## src/rtl/core/cst_pkg.sv

```systemverilog
package cst_pkg;
	localparam int SLOTS = 64;
	localparam int VALUE_BYTES = 8;
	localparam int IDX_W = $clog2(SLOTS);
	localparam int ID_W = 7;
	localparam int QDEPTH = 2;

	typedef enum logic [2:0] {
		CMD_ALLOC = 3'd0, CMD_WBYTE = 3'd1, CMD_WBYTES = 3'd2, CMD_POST = 3'd3,
		CMD_TAKEV = 3'd4, CMD_TAKEE = 3'd5, CMD_STATUS = 3'd6, CMD_NONE = 3'd7
	} cmd_t;

	typedef enum logic [1:0] {
		ST_FREE = 2'd0, ST_WAIT = 2'd1, ST_READY = 2'd2, ST_ERROR = 2'd3
	} slot_st_t;

	localparam logic [0:0] REG_OVERSIZE = 1'b0;
	localparam logic [0:0] REG_INVALID = 1'b1;

	// classified command as it travels from front to back
	typedef struct packed {
		cmd_t cmd;
		logic known;
		logic [IDX_W-1:0] idx;
		logic [ID_W-1:0] id;
		logic [3:0] vsize;
		logic [3:0] count;
		logic [63:0] data;
		logic [15:0] err;
	} cmd_item_t;

	typedef struct packed {
		logic push;
		logic full;
		logic pop;
		logic empty;
	} q_ctl_t;
endpackage

```

## src/rtl/core/cst_front.sv

```systemverilog
module cst_front (
	input logic clk,
	input logic arst_n,
	input logic start,
	input logic [2:0] command,
	input logic [6:0] slot_id,
	input logic [3:0] value_size,
	input logic [3:0] byte_count,
	input logic [63:0] data,
	input logic [15:0] error_in,
	input logic pop,
	output logic busy,
	output logic q_valid,
	output cst_pkg::cmd_item_t q_item
);
	import cst_pkg::*;
	cmd_item_t q_mem_q [QDEPTH];
	logic [0:0] wp_q, rp_q;
	logic [1:0] cnt_q;
	cmd_item_t it;
	q_ctl_t ctl;

	always_comb begin
		it.cmd = cmd_t'(command);
		it.known = (slot_id >= 7'd1) && (slot_id <= 7'(SLOTS));
		it.idx = it.known ? IDX_W'(slot_id - 7'd1) : '0;
		it.id = slot_id;
		it.vsize = (value_size > 4'(VALUE_BYTES)) ? 4'(VALUE_BYTES) : value_size;
		it.count = byte_count;
		it.data = data;
		it.err = error_in;
	end

	assign busy = (cnt_q == 2'(QDEPTH));
	assign ctl.full = busy;
	assign ctl.empty = (cnt_q == 2'd0);
	assign ctl.push = start && !ctl.full;
	assign ctl.pop = pop && !ctl.empty;
	assign q_valid = !ctl.empty;
	assign q_item = q_mem_q[rp_q];

	always_ff @(posedge clk) begin
		if (ctl.push) q_mem_q[wp_q] <= it;
	end

	always_ff @(posedge clk or negedge arst_n) begin
		if (!arst_n) begin
			wp_q <= '0; rp_q <= '0; cnt_q <= '0;
		end else begin
			if (ctl.push) wp_q <= wp_q + 1'b1;
			if (ctl.pop) rp_q <= rp_q + 1'b1;
			cnt_q <= cnt_q + 2'(ctl.push) - 2'(ctl.pop);
		end
	end
endmodule

```

## config.mk

```make
export PLATFORM = sky130hd
export DESIGN_NAME = cst_front
export DESIGN_NICKNAME = d
export VERILOG_FILES = /design/src/rtl/core/cst_pkg.sv /design/src/rtl/core/cst_front.sv
export SDC_FILE = /design/constraint.sdc
export NUM_CORES = 1
export LEC_CHECK = 0
export BUFFER_PORTS_ARGS = -buffer_cell sky130_fd_sc_hd__buf_4
export CAP_MARGIN = 20
export CORE_UTILIZATION = 52
export DETAILED_ROUTE_END_ITERATION = 7
export PLACE_DENSITY = 0.9
export SYNTH_ARGS = -nofsm -noshare
export SYNTH_HDL_FRONTEND = slang
export SYNTH_SLANG_ARGS = --single-unit
```

## constraint.sdc

```tcl
create_clock -name clk -period 8.2 [get_ports clk]
set_clock_uncertainty 0.1 [all_clocks]
set_input_delay 1.64 -clock clk [delete_from_list [all_inputs] [get_ports clk]]
set_output_delay 1.64 -clock clk [all_outputs]
set_load 0.02 [all_outputs]
```

==> results of run 1 <==
worst max-delay path: cells and delay by family (launching register included):
| family | cells | cell delay, ps |
|---|---|---|
| muxes | 1 | 400 |
| DFF | 1 | 590 |
| buffers and inverters | 3 | 880 |
flip-flops by register name, indices dropped and copies added, names as in the netlist:
name,cells
cnt_q,2
q_mem_q,210
wp_q,1
rp_q,1
per-layer routing:
layer | vias up | track usage (%) | wire length, um
met1 | 2094 | 21.4 | 5650
li1 | 1917 | - | -
met5 | - | 0 | 0
met4 | 0 | 5.31 | 293
met2 | 163 | 33.4 | 7670
met3 | 25 | 5.43 | 1120
placed cells by master (no fill, tap or decap):
cell | synthesis | final
ha_1 | 5 | 5
xnor2_1 | 5 | 5
nor2_1 | 4 | 3
buf_4 | 0 | 211
or2_2 | 1 | 1
nand2_1 | 2 | 2
bufinv_16 | 0 | 1
xor2_1 | 1 | 1
nor2_4 | 0 | 1
buf_16 | 0 | 1
clkinv_2 | 0 | 3
a21oi_1 | 2 | 2
inv_1 | 4 | 4
mux2_2 | 105 | 105
nand2b_1 | 1 | 1
or3_1 | 1 | 1
clkbuf_16 | 0 | 23
a21boi_1 | 1 | 1
and3_4 | 0 | 1
and2_1 | 1 | 1
or4_1 | 2 | 2
or3b_2 | 1 | 1
nor3_1 | 4 | 4
edfxtp_1 | 210 | 210
o21ai_0 | 1 | 1
or4_4 | 1 | 1
nor2b_1 | 3 | 3
clkinv_1 | 0 | 8
clkbuf_1 | 7 | 4
dfrtp_4 | 0 | 1
dfrtp_1 | 4 | 3
nor3b_1 | 1 | 1
nor4_1 | 1 | 1
final cells by class:
cell class / instances / area (um2)
tap: 184 / 230
sequential: 214 / 6410
inverter: 4 / 15.0
timing repair buffer: 212 / 1610
clock buffer: 27 / 591
fill: 926 / 4290
clock inverter: 12 / 75.1
multi-input combinational: 144 / 1470
power by group through the flow:
stage               Sequential [mW]  Clock [mW]  Combinational, mW
global route                   1.60       0.971               1.42
detailed placement             1.60           0               1.34
floorplan                      1.59           0              0.836
global placement               1.58           0               1.32
finish                         1.58       0.912               1.35
CTS                            1.58       0.935               1.35
kinds of logic (layout without fill, tap and decap cells):
group,count (synthesis),in the layout,synth area share [%]
adder cells (fa/ha/maj),5,5,0.788
AND/OR/NAND/NOR,24,24,1.78
multiplexers,105,105,14.9
buffers and inverters,17,255,0.867
flip-flops,214,214,80.7
XOR/XNOR,6,6,0.662
AO/OA/AOI/OAI,4,4,0.284
metrics by stage:
stage	cells	worst slack [ps]	util (%)	instance area, um2	hold WS [ps]
finish	797	4000	70.8	10400	418
global route	797	3910	70.8	10400	439
CTS	796	3750	70.6	10400	415
detailed placement	757	4240	66.1	9710	404
global placement	757	4320	66.1	9710	383
floorplan	375	1430	-	7940	360
worst max-delay path by stage:
stage,slack [ps],end
4_1_cts,3750,q_item[94]
2_1_floorplan,1430,q_mem_q[0][0]$_DFFE_PP_
6_report,4000,q_item[98]
3_3_place_gp,4320,q_item[94]
3_5_place_dp,4240,q_mem_q[0][53]$_DFFE_PP_
5_1_grt,3910,q_item[94]
==> impl_metrics.ini, run 1 <==
[floorplan]
core_area_um2 = 14700
start_util_pct = 54.0
die-width_um = 126
rows = 44
die-area_um2 = 15800
ios = 209
die_height_um = 126

[global_routing]
grt_max_degree = 89
grt_overflow = 0
grt_pass1_wl_mm = 22.8
grt_pass1_vias = 4560
global_route.usage.total_pct = 18.5
antenna_found_initial = 0

[min_path]
hold_start = cnt_q[1]$_DFF_PN0_
hold_class = reg -> reg
min_to = cnt_q[1]$_DFF_PN0_
holdPathStages = 1

[placed_design]
place_hpwl_mm = 9.37
globalplace.congestion = 0.708
io_buffers = 208

[worst_setup_path]
critical_path_class = reg -> out
crit_top_cell = buf_4
r2r-start = cnt_q[1]$_DFF_PN0_
rr_worst_depth = 4
crit_start = rp_q$_DFFE_PN0P_
crit_path_max_fanout = 65
critPathLaunchType = flip-flop
rr_endpoint = q_mem_q[0][74]$_DFFE_PP_
critPathSlowestCell = dfrtp_4
cp_slowest_stage_delay_ps = 590
end_kind = output pin
required_ps = 6460
arrival_ps = 2460
rrSetupSlack_ps = 5380
cp_cell_sequence = buf_4 -> buf_16 -> mux2_2 -> buf_4

[cells_and_area]
area_delta_synth_final_pct = 31.1
drive_gt1_share_pct = 57.1
antennaDiodeCount = 0
nNetsFinal = 705

[clock_tree]
clk_latency_ps = 490
htree_num_levels = 1
path_clk_slew_ps = 60
postCtsSetupRepairBufs = 0
cts_hold_buf = 0
ctsRootBufferMaster = clkbuf_16
cts_buffers = 22
postCtsResizedCells = 0
clk_path_buf_depth = 3
cts.sinks = 214
cts_tree = built

[route]
drt-vias-per-instance = 5.27
detail-route-antenna-nets = 0
via_count = 4199
drc = 14
first_pass_iters = 6
wirelength_mm = 14.7
drt_iter0_drc = 219
wl_per_cell_um = 18.5

[power_and_ir_drop]
p_comb_share_pct = 35.1
power_frac_clock_pct = 23.8
total_power_mw = 3.84
p_per_area_nw_per_um2 = 369
seqPwrFrac_pct = 41.1
peakVddDrop_v = 0.000320
cellInternalPower_mw = 2.64
p_sw_mw = 1.19
p_leak_nw = 3.90
swShare_pct = 31.1

[synthesis]
syn-instance-count = 375
ys_top_cells_by_area = edfxtp_1, mux2_2, dfrtp_1
synth_common_cells = edfxtp_1, mux2_2, clkbuf_1
ys_types = 27
synthesis.nets = 482
synth-seq-area-share_pct = 80.7
async_flop_share_pct = 1.87
avgSynthCellArea_um2 = 21.2
yosys_warnings = 0
synth_top_area_cell = edfxtp_1
synth_edf_count = 210
synth_top_area_share_pct = 79.5
ys_ff_latch = 214
synth-main-ff-cell = edfxtp_1
synth.most_common_cell = edfxtp_1
synthesis.area_um2 = 7940

[timing]
rsz0062_at_grt = false
period_share_pct = 51.2
slew_viol_final = 0
finalHoldViolCount = 0
max_freq_mhz = 238
fin_setup_tns_ps = 0
relSlewSlack_pct = 28.2
finalSetupViolCount = 0
min_period_ps = 4200
tightest_slew_ps = 1080

[status]
violations = design-rule violations
status = finished, violations left

[job]
maxCapViolCount = 0
Power figures use the tool's default switching activity.
==> inputs of run 2 (changes only) <==
clock period = 3.93 ns   (was 8.2 ns; I/O delays follow)
==> impl_metrics.ini, run 2 (synthesis results as in run 1) <==
[worst_setup_path]
critical_path_class = reg -> out
critPathLaunchType = flip-flop
crit_path_max_fanout = 61
cp_cell_sequence = buf_12 -> mux2_2 -> buf_4
cp_slowest_stage_delay_ps = 830
critPathSlowestCell = dfrtp_4
end_kind = output pin
arrival_ps = 2340
cp_num_buf_inv = 2
rr_endpoint = q_mem_q[0][16]$_DFFE_PP_
critPathTopFamily = flip-flops
r2r-start = cnt_q[0]$_DFF_PN0_
rrSetupSlack_ps = 2000
required_ps = 3040
rr_worst_depth = 4

[min_path]
min_to = q_mem_q[0][5]$_DFFE_PP_
holdPathStages = 1
hold_start = error_in[5]
hold_class = in -> reg

[floorplan]
die-area_um2 = 15800
rows = 44
core_area_um2 = 14700
ios = 209
die_height_um = 126
die-width_um = 126
start_util_pct = 54.0

[timing]
rsz0062_at_grt = false
relSlewSlack_pct = 48.4
max_freq_mhz = 310
finalHoldViolCount = 0
fin_setup_tns_ps = 0
period_share_pct = 82.1
slew_viol_final = 0
tightest_slew_ps = 774
hold-worst-slack_ps = 383
finalWorstSetupSlack_ps = 703
min_period_ps = 3230
finalSetupViolCount = 0

[clock_tree]
cts.sinks = 214
cts_tree = built
postCtsSetupRepairBufs = 0
cts_buffers = 22
postCtsResizedCells = 0
ctsRootBufferMaster = clkbuf_16
htree_num_levels = 1
clk_latency_ps = 480
path_clk_slew_ps = 60
clk_path_buf_depth = 3

[cells_and_area]
mostFrequentLayoutCells = buf_4, edfxtp_1, mux2_2
drive_gt1_share_pct = 57.7
final_common_cell = buf_4
seq_area_um2 = 6410
multi_input_area_um2 = 1470
antennaDiodeCount = 0
largestRegisters = q_mem_q: 210 flops, cnt_q: 2 flops
regMostFlops = q_mem_q
largest_reg_flops = 210
fin_cells = 798
n_fill_cell = 932
area_delta_synth_final_pct = 31.3
nNetsFinal = 708

[global_routing]
grt_overflow = 0
grt_max_degree = 62
grt_pass1_wl_mm = 23.1
antenna_found_initial = 0
grt_pass1_vias = 4496
global_route.usage.total_pct = 19.0

[placed_design]
globalplace.congestion = 0.753
numPlacedInstances = 760
dp_slack_ps = 1230
place_hpwl_mm = 9.96
io_buffers = 208

[route]
drt_iter0_drc = 268
drt-vias-per-instance = 5.27
drc = 15
wl_per_cell_um = 18.8
wirelength_mm = 15.0
first_pass_iters = 8
detail-route-antenna-nets = 0
via_count = 4206

[power_and_ir_drop]
peakVddDrop_v = 0.000527
p_per_area_nw_per_um2 = 766
total_power_mw = 7.99
p_leak_nw = 3.91

[status]
status = finished, violations left
violations = design-rule violations

[job]
maxCapViolCount = 0
[run 2: where the power goes]
| part | leakage, nW | switching (mW) | internal (mW) |
|---|---|---|---|
| combinational | 1.58 | 1.48 | 1.26 |
| clock | 0.328 | 0.768 | 1.13 |
| sequential | 2.00 | 0.219 | 3.13 |
[run 2: cell type report]
cell class / count / share of cell area [%]
well taps: 184 / 2.21
clock buffers: 28 / 5.70
inverters: 4 / 0.144
clock inverters: 9 / 0.672
repair buffers: 215 / 15.6
flip-flops and latches: 214 / 61.5
multi-input cells: 144 / 14.1
[run 2: worst register-to-register path: cells and delay by family, from the launching register on]
family	cells	cell delay, ps
buf+inv	1	600
simple gates	3	430
flops	1	370
[run 2: per-stage QoR]
| stage | cell area [um2] | util (%) |
|---|---|---|
| after floorplan | 7940 | - |
| after global placement | 9750 | 66.3 |
| after detailed placement | 9750 | 66.3 |
| after CTS | 10400 | 70.9 |
| after global routing | 10400 | 70.9 |
| final | 10400 | 70.9 |
[run 2: worst max path at each step]
stage                     cells past startpoint             start  slack [ps]                       to
after CTS                                     3  rp_q$_DFFE_PN0P_         700               q_item[94]
final                                         3  rp_q$_DFFE_PN0P_         700               q_item[94]
after global placement                        3  rp_q$_DFFE_PN0P_        1250               q_item[94]
after floorplan                               1             start         100  q_mem_q[1][0]$_DFFE_PP_
after global routing                          3  rp_q$_DFFE_PN0P_         600               q_item[94]
after detailed placement                      3  rp_q$_DFFE_PN0P_        1230               q_item[94]
[run 2: per-layer routing]
layer	part of all wire [%]	global-route usage, %	vias up	routed length, um
met3	7.5	4.75	38	1130
met5	0	0	-	0
met2	53	33.5	179	7940
met1	37	22.6	2062	5560
met4	2.5	6.46	0	377
li1	-	-	1927	-
[run 2: repair_timing]
item | CTS | global route
hold buffers | 1 | 0
endpoints found under the hold margin | 4 | 0
setup endpoints to repair | 0 | 0
